--- src/rtl/core/lsr_pkg.sv ---
package lsr_pkg;

   localparam int SCREEN_WIDTH  = 128;
   localparam int SCREEN_HEIGHT = 64;

   localparam int X_W     = 7;
   localparam int Y_W     = 6;
   localparam int COORD_W = 7;
   // decision term stays within -2*dmajor .. 2*dminor
   localparam int D_W     = COORD_W + 3;

   localparam int QUEUE_DEPTH = 2;
   localparam int QPTR_W      = (QUEUE_DEPTH > 1) ? $clog2(QUEUE_DEPTH) : 1;
   localparam int QCNT_W      = $clog2(QUEUE_DEPTH + 1);

   localparam logic [X_W-1:0] X_MAX = X_W'(SCREEN_WIDTH - 1);
   localparam logic [Y_W-1:0] Y_MAX = Y_W'(SCREEN_HEIGHT - 1);

   typedef struct packed {
      logic                     steep;
      logic [COORD_W-1:0]       ma0;
      logic [COORD_W-1:0]       ma1;
      logic [COORD_W-1:0]       mi0;
      logic [COORD_W-1:0]       dmaj;
      logic [COORD_W-1:0]       dmin;
      logic                     step_neg;
      logic signed [D_W-1:0]    d0;
   } lsr_job_type;

endpackage

--- src/rtl/core/lsr_front.sv ---
module lsr_front (
   input  logic                      clock,
   input  logic                      reset,
   input  logic                      start,
   output logic                      busy,
   input  logic [lsr_pkg::X_W-1:0]   req_start_x,
   input  logic [lsr_pkg::Y_W-1:0]   req_start_y,
   input  logic [lsr_pkg::X_W-1:0]   req_end_x,
   input  logic [lsr_pkg::Y_W-1:0]   req_end_y,
   input  logic                      q_full,
   output logic                      push,
   output lsr_pkg::lsr_job_type      push_job
);
   import lsr_pkg::*;

   logic                job_valid_ff, job_valid_in;
   lsr_job_type         job_ff, job_in;
   logic                accept;

   logic [X_W-1:0]      x0, x1;
   logic [Y_W-1:0]      y0, y1;
   logic [X_W-1:0]      adx;
   logic [Y_W-1:0]      ady;
   logic                steep;
   logic [COORD_W-1:0]  a0, a1, b0, b1;
   logic [COORD_W-1:0]  ma0, ma1, mi0, mi1;
   logic [COORD_W-1:0]  dmin;

   assign push   = job_valid_ff & ~q_full;
   assign busy   = job_valid_ff & q_full;
   assign accept = start & ~busy;
   assign push_job = job_ff;

   always_comb begin
      x0 = (req_start_x > X_MAX) ? X_MAX : req_start_x;
      x1 = (req_end_x   > X_MAX) ? X_MAX : req_end_x;
      y0 = (req_start_y > Y_MAX) ? Y_MAX : req_start_y;
      y1 = (req_end_y   > Y_MAX) ? Y_MAX : req_end_y;
      adx = (x1 > x0) ? x1 - x0 : x0 - x1;
      ady = (y1 > y0) ? y1 - y0 : y0 - y1;
      steep = ~(COORD_W'(ady) < COORD_W'(adx));
      if (steep) begin
         a0 = COORD_W'(y0); b0 = COORD_W'(x0);
         a1 = COORD_W'(y1); b1 = COORD_W'(x1);
      end else begin
         a0 = COORD_W'(x0); b0 = COORD_W'(y0);
         a1 = COORD_W'(x1); b1 = COORD_W'(y1);
      end
      // order so that the major coordinate increases
      if (a0 > a1) begin
         ma0 = a1; mi0 = b1; ma1 = a0; mi1 = b0;
      end else begin
         ma0 = a0; mi0 = b0; ma1 = a1; mi1 = b1;
      end
      job_in.steep = steep;
      job_in.ma0   = ma0;
      job_in.ma1   = ma1;
      job_in.mi0   = mi0;
      job_in.dmaj  = ma1 - ma0;
      if (mi1 < mi0) begin
         dmin = mi0 - mi1;
         job_in.step_neg = 1'b1;
      end else begin
         dmin = mi1 - mi0;
         job_in.step_neg = 1'b0;
      end
      job_in.dmin = dmin;
      job_in.d0   = signed'({2'b00, dmin, 1'b0}) - signed'({3'b000, ma1 - ma0});
   end

   assign job_valid_in = accept | (job_valid_ff & ~push);

   always_ff @(posedge clock) begin
      if (reset) begin
         job_valid_ff <= 1'b0;
      end else begin
         job_valid_ff <= job_valid_in;
      end
   end

   always_ff @(posedge clock) begin
      if (accept) begin
         job_ff <= job_in;
      end
   end

endmodule

--- src/rtl/core/lsr_queue.sv ---
module lsr_queue (
   input  logic                  clock,
   input  logic                  reset,
   input  logic                  push,
   input  lsr_pkg::lsr_job_type  push_job,
   output logic                  full,
   input  logic                  pop,
   output logic                  head_valid,
   output lsr_pkg::lsr_job_type  head_job
);
   import lsr_pkg::*;

   lsr_job_type         entries_ff [QUEUE_DEPTH];
   logic [QPTR_W-1:0]   wr_ptr_ff, wr_ptr_in;
   logic [QPTR_W-1:0]   rd_ptr_ff, rd_ptr_in;
   logic [QCNT_W-1:0]   count_ff, count_in;

   assign full       = (count_ff == QCNT_W'(QUEUE_DEPTH));
   assign head_valid = (count_ff != '0);
   assign head_job   = entries_ff[rd_ptr_ff];

   always_comb begin
      wr_ptr_in = wr_ptr_ff;
      rd_ptr_in = rd_ptr_ff;
      count_in  = count_ff;
      if (push) begin
         wr_ptr_in = (wr_ptr_ff == QPTR_W'(QUEUE_DEPTH - 1)) ? '0 : wr_ptr_ff + 1'b1;
      end
      if (pop) begin
         rd_ptr_in = (rd_ptr_ff == QPTR_W'(QUEUE_DEPTH - 1)) ? '0 : rd_ptr_ff + 1'b1;
      end
      if (push && !pop) begin
         count_in = count_ff + 1'b1;
      end else if (pop && !push) begin
         count_in = count_ff - 1'b1;
      end
   end

   always_ff @(posedge clock) begin
      if (reset) begin
         wr_ptr_ff <= '0;
         rd_ptr_ff <= '0;
         count_ff  <= '0;
      end else begin
         wr_ptr_ff <= wr_ptr_in;
         rd_ptr_ff <= rd_ptr_in;
         count_ff  <= count_in;
      end
   end

   always_ff @(posedge clock) begin
      if (push) begin
         entries_ff[wr_ptr_ff] <= push_job;
      end
   end

endmodule

--- src/rtl/core/lsr_back.sv ---
module lsr_back (
   input  logic                          clock,
   input  logic                          reset,
   input  logic                          head_valid,
   input  lsr_pkg::lsr_job_type          head_job,
   output logic                          pop,
   output logic                          rsp_strobe,
   output logic                          rsp_steep_run,
   output logic [lsr_pkg::COORD_W-1:0]   rsp_fixed_coord,
   output logic [lsr_pkg::COORD_W-1:0]   rsp_run_first,
   output logic [lsr_pkg::COORD_W-1:0]   rsp_run_last_pos,
   output logic                          rsp_last_run
);
   import lsr_pkg::*;

   typedef enum logic [1:0] {
      ST_IDLE = 2'b01,
      ST_STEP = 2'b10
   } lsr_state_type;

   lsr_state_type          state_ff, state_in;
   logic                   steep_ff, steep_in;
   logic                   step_neg_ff, step_neg_in;
   logic [COORD_W-1:0]     major_ff, major_in;
   logic [COORD_W-1:0]     ma1_ff, ma1_in;
   logic [COORD_W-1:0]     minor_ff, minor_in;
   logic [COORD_W-1:0]     run_start_ff, run_start_in;
   logic [COORD_W-1:0]     dmaj_ff, dmaj_in;
   logic [COORD_W-1:0]     dmin_ff, dmin_in;
   logic signed [D_W-1:0]  d_ff, d_in;
   logic signed [D_W-1:0]  dmin2, dmaj2;

   logic                   strobe_ff, strobe_in;
   logic                   out_steep_ff, out_steep_in;
   logic [COORD_W-1:0]     out_fixed_ff, out_fixed_in;
   logic [COORD_W-1:0]     out_first_ff, out_first_in;
   logic [COORD_W-1:0]     out_last_ff, out_last_in;
   logic                   out_final_ff, out_final_in;

   assign dmin2 = signed'({2'b00, dmin_ff, 1'b0});
   assign dmaj2 = signed'({2'b00, dmaj_ff, 1'b0});

   always_comb begin
      state_in     = state_ff;
      steep_in     = steep_ff;
      step_neg_in  = step_neg_ff;
      major_in     = major_ff;
      ma1_in       = ma1_ff;
      minor_in     = minor_ff;
      run_start_in = run_start_ff;
      dmaj_in      = dmaj_ff;
      dmin_in      = dmin_ff;
      d_in         = d_ff;
      pop          = 1'b0;
      strobe_in    = 1'b0;
      out_steep_in = steep_ff;
      out_fixed_in = minor_ff;
      out_first_in = run_start_ff;
      out_last_in  = major_ff;
      out_final_in = 1'b0;
      unique case (state_ff)
         ST_IDLE: begin
            if (head_valid) begin
               pop          = 1'b1;
               steep_in     = head_job.steep;
               step_neg_in  = head_job.step_neg;
               major_in     = head_job.ma0;
               ma1_in       = head_job.ma1;
               minor_in     = head_job.mi0;
               run_start_in = head_job.ma0;
               dmaj_in      = head_job.dmaj;
               dmin_in      = head_job.dmin;
               d_in         = head_job.d0;
               state_in     = ST_STEP;
            end
         end
         ST_STEP: begin
            if (major_ff == ma1_ff) begin
               strobe_in    = 1'b1;
               out_final_in = 1'b1;
               state_in     = ST_IDLE;
            end else begin
               if (d_ff > 0) begin
                  // minor coordinate moves: close the current run
                  strobe_in    = 1'b1;
                  minor_in     = step_neg_ff ? minor_ff - 1'b1 : minor_ff + 1'b1;
                  run_start_in = major_ff + 1'b1;
                  d_in         = d_ff + dmin2 - dmaj2;
               end else begin
                  d_in = d_ff + dmin2;
               end
               major_in = major_ff + 1'b1;
            end
         end
         default: begin
            state_in = ST_IDLE;
         end
      endcase
   end

   always_ff @(posedge clock) begin
      if (reset) begin
         state_ff  <= ST_IDLE;
         strobe_ff <= 1'b0;
      end else begin
         state_ff  <= state_in;
         strobe_ff <= strobe_in;
      end
   end

   always_ff @(posedge clock) begin
      steep_ff     <= steep_in;
      step_neg_ff  <= step_neg_in;
      major_ff     <= major_in;
      ma1_ff       <= ma1_in;
      minor_ff     <= minor_in;
      run_start_ff <= run_start_in;
      dmaj_ff      <= dmaj_in;
      dmin_ff      <= dmin_in;
      d_ff         <= d_in;
      out_steep_ff <= out_steep_in;
      out_fixed_ff <= out_fixed_in;
      out_first_ff <= out_first_in;
      out_last_ff  <= out_last_in;
      out_final_ff <= out_final_in;
   end

   assign rsp_strobe       = strobe_ff;
   assign rsp_steep_run    = out_steep_ff;
   assign rsp_fixed_coord  = out_fixed_ff;
   assign rsp_run_first    = out_first_ff;
   assign rsp_run_last_pos = out_last_ff;
   assign rsp_last_run     = out_final_ff;

endmodule

--- src/rtl/core/line_span_rasterizer.sv ---
// Bresenham line rasterizer that returns each line as runs of pixels sharing a
// minor coordinate. A line is taken when start is high and busy is low; its
// end points are clamped to the screen, classified (steep or shallow, swapped
// so the major coordinate rises), registered and queued. The stepper then walks
// one major position per cycle, and each run appears on the rsp_ ports for one
// cycle with rsp_strobe high, in the cycle after the step that closes it.
// rsp_last_run marks the final run. Up to two classified lines wait in the
// queue plus one in the front register, so busy rises only when all of them
// are occupied. Results cannot be held off.
module line_span_rasterizer (
   input  logic                          clock,
   input  logic                          reset,
   input  logic                          start,
   output logic                          busy,
   input  logic [lsr_pkg::X_W-1:0]       req_start_x,
   input  logic [lsr_pkg::Y_W-1:0]       req_start_y,
   input  logic [lsr_pkg::X_W-1:0]       req_end_x,
   input  logic [lsr_pkg::Y_W-1:0]       req_end_y,
   output logic                          rsp_strobe,
   output logic                          rsp_steep_run,
   output logic [lsr_pkg::COORD_W-1:0]   rsp_fixed_coord,
   output logic [lsr_pkg::COORD_W-1:0]   rsp_run_first,
   output logic [lsr_pkg::COORD_W-1:0]   rsp_run_last_pos,
   output logic                          rsp_last_run
);
   import lsr_pkg::*;

   logic          push, q_full, pop, head_valid;
   lsr_job_type   push_job, head_job;

   lsr_front u_front (
      .clock       (clock),
      .reset       (reset),
      .start       (start),
      .busy        (busy),
      .req_start_x (req_start_x),
      .req_start_y (req_start_y),
      .req_end_x   (req_end_x),
      .req_end_y   (req_end_y),
      .q_full      (q_full),
      .push        (push),
      .push_job    (push_job)
   );

   lsr_queue u_queue (
      .clock      (clock),
      .reset      (reset),
      .push       (push),
      .push_job   (push_job),
      .full       (q_full),
      .pop        (pop),
      .head_valid (head_valid),
      .head_job   (head_job)
   );

   lsr_back u_back (
      .clock            (clock),
      .reset            (reset),
      .head_valid       (head_valid),
      .head_job         (head_job),
      .pop              (pop),
      .rsp_strobe       (rsp_strobe),
      .rsp_steep_run    (rsp_steep_run),
      .rsp_fixed_coord  (rsp_fixed_coord),
      .rsp_run_first    (rsp_run_first),
      .rsp_run_last_pos (rsp_run_last_pos),
      .rsp_last_run     (rsp_last_run)
   );

   // a run never runs backwards
   a_run_order: assert property (@(posedge clock) disable iff (reset)
      rsp_strobe |-> (rsp_run_first <= rsp_run_last_pos))
      else $error("run first beyond run last");

   // horizontal runs sit on a screen row
   a_row_range: assert property (@(posedge clock) disable iff (reset)
      (rsp_strobe && !rsp_steep_run) |-> (rsp_fixed_coord <= COORD_W'(SCREEN_HEIGHT - 1)))
      else $error("row out of screen");

   // no result in the cycle after reset
   a_reset_quiet: assert property (@(posedge clock)
      reset |=> !rsp_strobe)
      else $error("result after reset");

   // busy only while a line waits and the queue is full
   a_busy_full: assert property (@(posedge clock) disable iff (reset)
      busy |-> q_full)
      else $error("busy without full queue");

endmodule

--- config.mk ---
export PLATFORM = sky130hd
export DESIGN_NAME = line_span_rasterizer
export DESIGN_NICKNAME = d
export VERILOG_FILES = /design/src/rtl/core/lsr_pkg.sv /design/src/rtl/core/lsr_front.sv /design/src/rtl/core/lsr_queue.sv /design/src/rtl/core/lsr_back.sv /design/src/rtl/core/line_span_rasterizer.sv
export SDC_FILE = /design/constraint.sdc
export NUM_CORES = 1
export LEC_CHECK = 0
export BUFFER_PORTS_ARGS = -buffer_cell sky130_fd_sc_hd__buf_2
export CAP_MARGIN = 0
export CORE_MARGIN = 4
export CORE_UTILIZATION = 55
export CTS_CLUSTER_SIZE = 40
export DETAILED_ROUTE_END_ITERATION = 10
export GPL_TIMING_DRIVEN = 0
export PLACE_DENSITY_LB_ADDON = 0.3
export REMOVE_ABC_BUFFERS = 1
export SLEW_MARGIN = 10
export SYNTH_ARGS = -nofsm -noshare
export SYNTH_HDL_FRONTEND = slang
export SYNTH_HIERARCHICAL = 1
export SYNTH_SLANG_ARGS = --single-unit
--- constraint.sdc ---
create_clock -name clock -period 15.9 [get_ports clock]
set_clock_uncertainty 0.15 [all_clocks]
set_input_delay 0.795 -clock clock [delete_from_list [all_inputs] [get_ports clock]]
set_output_delay 0.795 -clock clock [all_outputs]
set_load 0.02 [all_outputs]
==> results of run 1 <==
-- placed cells by master, fill, tap and decap left out, types with 7 or more instances in the layout --
cell type / netlist / routed
o31ai_1: 8 / 8
mux2i_1: 31 / 31
nand2b_1: 10 / 9
nand2_1: 77 / 77
nor3_1: 20 / 20
buf_2: 7 / 53
o211ai_1: 23 / 23
mux2_2: 51 / 51
xor2_1: 26 / 26
nand3_1: 13 / 13
nor2b_1: 22 / 20
nor2_1: 56 / 55
edfxtp_1: 193 / 193
a21oi_1: 55 / 55
a31oi_1: 7 / 7
xnor2_1: 33 / 33
and2_1: 16 / 15
o21ai_0: 36 / 36
clkbuf_16: 0 / 23
a21o_1: 13 / 13
fa_1: 10 / 10
inv_1: 64 / 64
a211oi_1: 10 / 10
o21a_1: 8 / 8
dfxtp_1: 32 / 31
ha_1: 72 / 72
-- flip-flops by register name (all words and copies together), names as in the netlist, 2 cells and up, named ones only --
signal	count
u_back/out_first_in	7
u_back/rsp_run_first	7
u_back/minor_ff	7
u_back/state_ff	2
u_back/major_ff	7
u_back/rsp_fixed_coord	7
u_queue/count_ff	2
u_back/dmin_ff	7
u_back/d_ff	10
u_back/ma1_ff	7
u_front/push_job	45
u_back/rsp_run_last_pos	7
u_back/dmaj_ff	7
u_queue/entries_ff	94
-- per-stage QoR --
stage,setup WS [ps],std cells
global placement,2940,1289
global route,3190,1334
finish,4030,1334
detailed placement,3560,1296
CTS,4070,1334
floorplan,5510,961
-- critical path, delay by kind of cell --
family                   cells  cell delay [ps]
multiplexers                 4             1410
AO/OA/AOI/OAI               22             5660
XOR/XNOR                     2              240
adder cells (fa/ha/maj)      5             1660
AND/OR/NAND/NOR              9             1120
buffers and inverters        6             1010
-- final cells by class --
type,count,area [sq um]
sequential,225,6440
clock buffer,30,632
tap,275,344
fill,1596,7970
multi-input combinational,670,5150
inverter,66,260
clock inverter,8,50.0
timing repair buffer,60,443
-- per-layer routing --
layer  vias to the layer above  GRT usage [%]  part of all wire [%]  routed length (um)
li1                       3727              -                     -                   -
met1                      3618           26.4                    43               10500
met2                       225           34.2                    50               12100
met3                        39           2.44                   4.5                1090
met4                         0           5.91                   2.8                 670
met5                         -              0                     0                   0
-- logic make-up (layout without fill, tap and decap cells) --
group	after synthesis	count (layout)	share of synthesized area (%)
AOI/OAI and AO/OA	208	208	11.8
xor gates and xnor gates	60	60	4.41
adders and majority gates	82	82	9.12
buffers and inverters	115	164	4.35
DFF	225	225	53.3
muxes	84	84	7.57
and+or+nand+nor	236	236	9.43
-- worst max-delay path by stage --
stage,startpoint,end,slack [ps]
finish,req_start_y[0],u_front/push_job[7]$_DFFE_PP_,4030
global route,req_start_y[0],u_front/push_job[6]$_DFFE_PP_,3190
CTS,req_start_y[0],u_front/push_job[7]$_DFFE_PP_,4070
detailed placement,req_start_y[0],u_front/push_job[7]$_DFFE_PP_,3560
global placement,req_start_y[0],u_front/push_job[7]$_DFFE_PP_,2940
floorplan,req_start_y[0],u_front/push_job[7]$_DFFE_PP_,5510
==> impl_metrics.py, run 1 <==
metrics = {
    "run_status": {
        "status": "completed",
    },
    "final_layout": {
        "stdcell_area_sq_mm": 0.0133,
        "areaGrowthSynthToFinish_pct": 10.3,
        "layout-drive-gt1-share_pct": 16.6,
        "final_util_pct": 62.6,
        "nNetsFinal": 1155,
        "antennaDiodeCount": 0,
    },
    "synthesis": {
        "yosysTopAreaCell": "edfxtp_1",
        "yosys_warnings": 6,
        "syn-cell-area_sq_mm": 0.0121,
        "yosys-top-cells-area": "edfxtp_1 48%, ha_1 7.5%, dfxtp_1 5.3%, mux2_2 4.8%, mux2i_1 2.6%",
        "netlist_instances": 1010,
        "yosysUniqueCellTypes": 72,
        "synthFlopType": "edfxtp_1",
        "async_reset_ff_share_pct": 0,
        "avgSynthCellArea_sq_um": 12.0,
        "synth.most_common_cell": "edfxtp_1",
        "synth_edf_count": 193,
        "ys_seq_area_share_pct": 53.3,
        "synth_top_area_share_pct": 48.0,
        "synth_common_cells": "193 x edfxtp_1, 77 x nand2_1, 72 x ha_1, 64 x inv_1, 56 x nor2_1",
        "synth-seq-cells": 225,
    },
    "drt": {
        "drt_wl_total_mm": 24.3,
        "dr.pass1.iters": 6,
        "vias": 7609,
        "viasPerCell": 5.70,
        "wl_per_cell_um": 18.2,
        "drc_errors": 0,
        "dr.first_iter.drc_count": 545,
        "ant_nets": 0,
    },
    "clock_network": {
        "cts_tree": "done",
        "clockBufferDepth": 3,
        "numCtsBuffers": 21,
        "clk_latency_ps": 500,
        "clk_pin_slew_ps": 60,
        "root_buffer": "clkbuf_16",
        "clock-sinks": 225,
        "hold_buffers": 0,
        "htreeDepth": 1,
        "postCtsSetupRepairBufs": 0,
        "ctsResizeCount": 0,
    },
    "critical_path": {
        "endpoint_kind": "register",
        "rr_endpoint": "u_back/d_ff[9]$_DFFE_PP_",
        "max_stage_delay_ps": 860,
        "crit_type": "primary input to register",
        "start_kind": "primary input",
        "critical-path-slowest-cell": "a21oi_1",
        "critical_path.max_fanout": 53,
        "cp_common_cell": "a21oi_1",
        "r2r_cells": 12,
        "cp_data_required_time_ps": 15980,
        "rr_startpoint": "u_back/dmin_ff[0]$_DFFE_PP_",
        "worst_ep_arrival_time_ps": 11950,
        "reg2reg_slack_ps": 12560,
    },
    "sta": {
        "slew_viol_final": 0,
        "clock.fmax_mhz": 84.2,
        "tightest_slew_ps": 1210,
        "rsz0062_at_grt": "no",
        "hold_ws_ps": 188,
        "finalHoldViolations": 0,
        "setup_viol": 0,
        "min_period_ps": 11870,
        "tns_ps": 0,
        "slew_headroom_pct": 19.2,
        "fin_crit_sh_pct": 74.7,
    },
    "grt": {
        "grt_pass1_wl_mm": 38.6,
        "first_global_vias": 7507,
        "grt_max_degree": 54,
        "antenna_found_initial": 0,
        "grt-ovfl-total": 0,
        "grt_use_total_pct": 19.8,
    },
    "worst_hold_path": {
        "worstHoldPathCells": 0,
        "min_delay_worst_endpoint": "u_back/rsp_run_first[2]$_DFF_P_",
        "hp-class": "register to register",
        "worstHoldStart": "u_back/out_first_in[2]$_DFFE_PP_",
    },
    "die": {
        "fp.dieH_um": 156,
        "coreArea_sq_mm": 0.0213,
        "start_util_pct": 56.7,
        "ioPinCount": 54,
        "die_area_sq_mm": 0.0244,
        "die_w_um": 156,
        "rows": 53,
    },
    "placed_design": {
        "gp_congestion": 0.942,
        "dp_hpwl_mm": 17.7,
        "postPlaceCellArea_sq_mm": 0.0126,
        "io_buffers": 53,
    },
    "job": {
        "maxCapViolations": 0,
    },
}
Power of run 1 is not shown: default switching activity piles up to over one toggle a cycle in this logic, so the estimate is an artifact.
==> run 2: changes to the inputs <==
--- a/config.mk
+++ b/config.mk
@@ -5,6 +5,7 @@
 export SDC_FILE = /design/constraint.sdc
 export NUM_CORES = 1
 export LEC_CHECK = 0
+export ABC_AREA = 1
 export BUFFER_PORTS_ARGS = -buffer_cell sky130_fd_sc_hd__buf_2
 export CAP_MARGIN = 0
 export CORE_MARGIN = 4
==> constraint.sdc (replaced) <==
create_clock -name clock -period 12.1 [get_ports clock]
set_clock_uncertainty 0.15 [all_clocks]
set_input_delay 0.605 -clock clock [delete_from_list [all_inputs] [get_ports clock]]
set_output_delay 0.605 -clock clock [all_outputs]
set_load 0.02 [all_outputs]
==> run 2 against run 1 <==
Die area about the same. Routed wire length fell by 6.5%. Worst setup slack got worse by 990 ps. Global-route usage decreased by 1.3 points. Register-to-register slack worse by 3600 ps. Via count up 1.3%. Design area down 1.1%. Clock-buffer cell count shrank 5. Critical path type unchanged. Critical endpoint is now u_front/push_job[8]$_DFFE_PP_. Largest cell class unchanged.
==> impl_metrics.py, run 2 <==
metrics = {
    "synthesis": {
        "ys_seq_area_share_pct": 53.2,
        "synth_edf_count": 193,
        "netlist_instances": 1148,
        "synth_top_area_share_pct": 47.9,
        "yosysTopAreaCell": "edfxtp_1",
        "synth_common_cells": "246 x nand2_1, 193 x edfxtp_1, 144 x inv_1, 72 x ha_1",
        "synth-seq-cells": 225,
        "yosysUniqueCellTypes": 48,
        "syn-cell-area_sq_mm": 0.0121,
        "synth.most_common_cell": "nand2_1",
        "avgSynthCellArea_sq_um": 10.5,
        "yosys_warnings": 6,
        "async_reset_ff_share_pct": 0,
        "yosys-top-cells-area": "edfxtp_1 48%, nand2_1 7.6%, ha_1 7.5%, dfxtp_1 5.3%, inv_1 4.5%",
        "synthFlopType": "edfxtp_1",
    },
    "placed_design": {
        "gp_congestion": 0.887,
        "io_buffers": 53,
        "dp_hpwl_mm": 17.2,
    },
    "worst_hold_path": {
        "hp-class": "register to register",
    },
    "die": {
        "ioPinCount": 54,
        "coreArea_sq_mm": 0.0213,
        "start_util_pct": 56.8,
        "die_w_um": 156,
        "fp.dieH_um": 156,
        "die_area_sq_mm": 0.0244,
        "rows": 53,
    },
    "critical_path": {
        "crit_type": "primary input to register",
        "max_stage_delay_ps": 460,
        "cp_data_required_time_ps": 12260,
        "start_kind": "primary input",
        "critical_path.max_fanout": 51,
        "endpoint_kind": "register",
        "worst_ep_arrival_time_ps": 9230,
        "critical-path-slowest-cell": "fa_1",
        "cp_common_cell": "nand2_1",
    },
    "grt": {
        "first_global_vias": 7577,
        "grt_use_total_pct": 18.5,
        "antenna_found_initial": 0,
        "grt-ovfl-total": 0,
        "grt_pass1_wl_mm": 36.6,
        "grt_max_degree": 52,
    },
    "drt": {
        "dr.first_iter.drc_count": 490,
        "ant_nets": 0,
        "routed-wl-met3_um": 983,
        "routed.top_layer": "met4",
        "dr.pass1.iters": 5,
        "vias": 7710,
        "drt_wl_total_mm": 22.7,
        "drc_errors": 0,
        "viasPerCell": 5.23,
        "wl_met1_mm": 9.87,
        "dr_wl_met2_mm": 11.2,
        "wl_per_cell_um": 15.4,
    },
    "clock_network": {
        "ctsResizeCount": 0,
        "clk_pin_slew_ps": 60,
        "hold_buffers": 0,
        "clockBufferDepth": 3,
        "root_buffer": "clkbuf_16",
        "htreeDepth": 1,
        "clk_latency_ps": 490,
        "postCtsSetupRepairBufs": 0,
        "clock-sinks": 225,
        "numCtsBuffers": 21,
        "cts_tree": "done",
    },
    "final_layout": {
        "top_register": "u_queue/entries_ff",
        "largest_reg_flops": 94,
        "final_common_cell": "nand2_1",
        "nNetsFinal": 1296,
        "antennaDiodeCount": 0,
        "layout-drive-gt1-share_pct": 17.8,
        "areaGrowthSynthToFinish_pct": 8.95,
        "mostFrequentLayoutCells": "246 x nand2_1, 193 x edfxtp_1, 143 x inv_1",
    },
    "sta": {
        "fin_crit_sh_pct": 74.9,
        "clock.fmax_mhz": 110,
        "setup_viol": 0,
        "tightest_slew_ps": 1030,
        "min_period_ps": 9070,
        "slew_viol_final": 0,
        "slew_headroom_pct": 31.6,
        "rsz0062_at_grt": "no",
        "finalHoldViolations": 0,
        "tns_ps": 0,
    },
    "job": {
        "maxCapViolations": 0,
    },
    "run_status": {
        "status": "completed",
    },
}
[run 2: cell types whose count changed after synthesis, sizes merged, moves of 9 or more]
cell / previous run / this run
a211oi: 14 / 3
a21o: 14 / 4
a21oi: 55 / 40
and2: 16 / 1
inv: 65 / 166
mux2i: 31 / 8
nand2: 77 / 272
nand2b: 10 / 1
nand3: 13 / 52
nor2b: 24 / 0
nor3: 20 / 10
o211ai: 26 / 4
o21ai: 43 / 65
xnor2: 33 / 14
[run 2: kinds of logic after synthesis]
family,count (synthesis),synth area share [%]
and+or+nand+nor,405,15.0
DFF,225,53.2
buffers and inverters,208,7.16
AOI/OAI and AO/OA,130,6.37
adders and majority gates,82,9.11
muxes,55,5.97
xor gates and xnor gates,43,3.12
[run 2: final cells by class]
type | instances | area (sq um)
Fill cell | 1692 | 8120
Multi-Input combinational cell | 715 | 4810
Inverter | 166 | 626
Clock inverter | 12 | 86.3
Timing Repair Buffer | 56 | 325
Tap cell | 275 | 344
Sequential cell | 225 | 6440
Clock buffer | 25 | 541
[run 2: path summary, 6_finish.rpt]
check / start / end / slack, ps / cells after the start
max reg2reg: u_back/d_ff[1]$_DFFE_PP_ / u_back/d_ff[9]$_DFFE_PP_ / 8970 / 17
min: u_back/out_first_in[0]$_DFFE_PP_ / u_back/rsp_run_first[0]$_DFF_P_ / 190 / 0
min reg2reg: u_back/out_first_in[0]$_DFFE_PP_ / u_back/rsp_run_first[0]$_DFF_P_ / 190 / 0
max: req_end_y[1] / u_front/push_job[8]$_DFFE_PP_ / 3030 / 47
[run 2: per-stage QoR]
| stage | instances | util [%] | cell area [sq um] | hold slack [ps] | setup slack (ps) |
|---|---|---|---|---|---|
| after floorplan | 1106 | - | 11800 | 173 | 4100 |
| after detailed placement | 1437 | 58.9 | 12500 | 178 | 2590 |
| after global placement | 1434 | 58.5 | 12500 | 175 | 2770 |
| after global routing | 1474 | 61.9 | 13200 | 195 | 2160 |
| final | 1474 | 61.9 | 13200 | 188 | 3030 |
| after CTS | 1474 | 61.9 | 13200 | 189 | 3070 |
[run 2: per-layer routing]
layer | global-route usage [%] | up-vias
li1 | - | 3907
met4 | 6.40 | 0
met2 | 32.9 | 185
met5 | 0 | -
met1 | 23.6 | 3575
met3 | 2.05 | 43
[run 2: critical path, delay by kind of cell]
| family | cells | cell delay [ps] |
|---|---|---|
| muxes | 1 | 280 |
| adders and majority gates | 5 | 1850 |
| and+or+nand+nor | 13 | 2320 |
| xor gates and xnor gates | 2 | 360 |
| AOI/OAI and AO/OA | 19 | 3170 |
| buffers and inverters | 7 | 590 |
Power of run 2 is left out for the same reason.
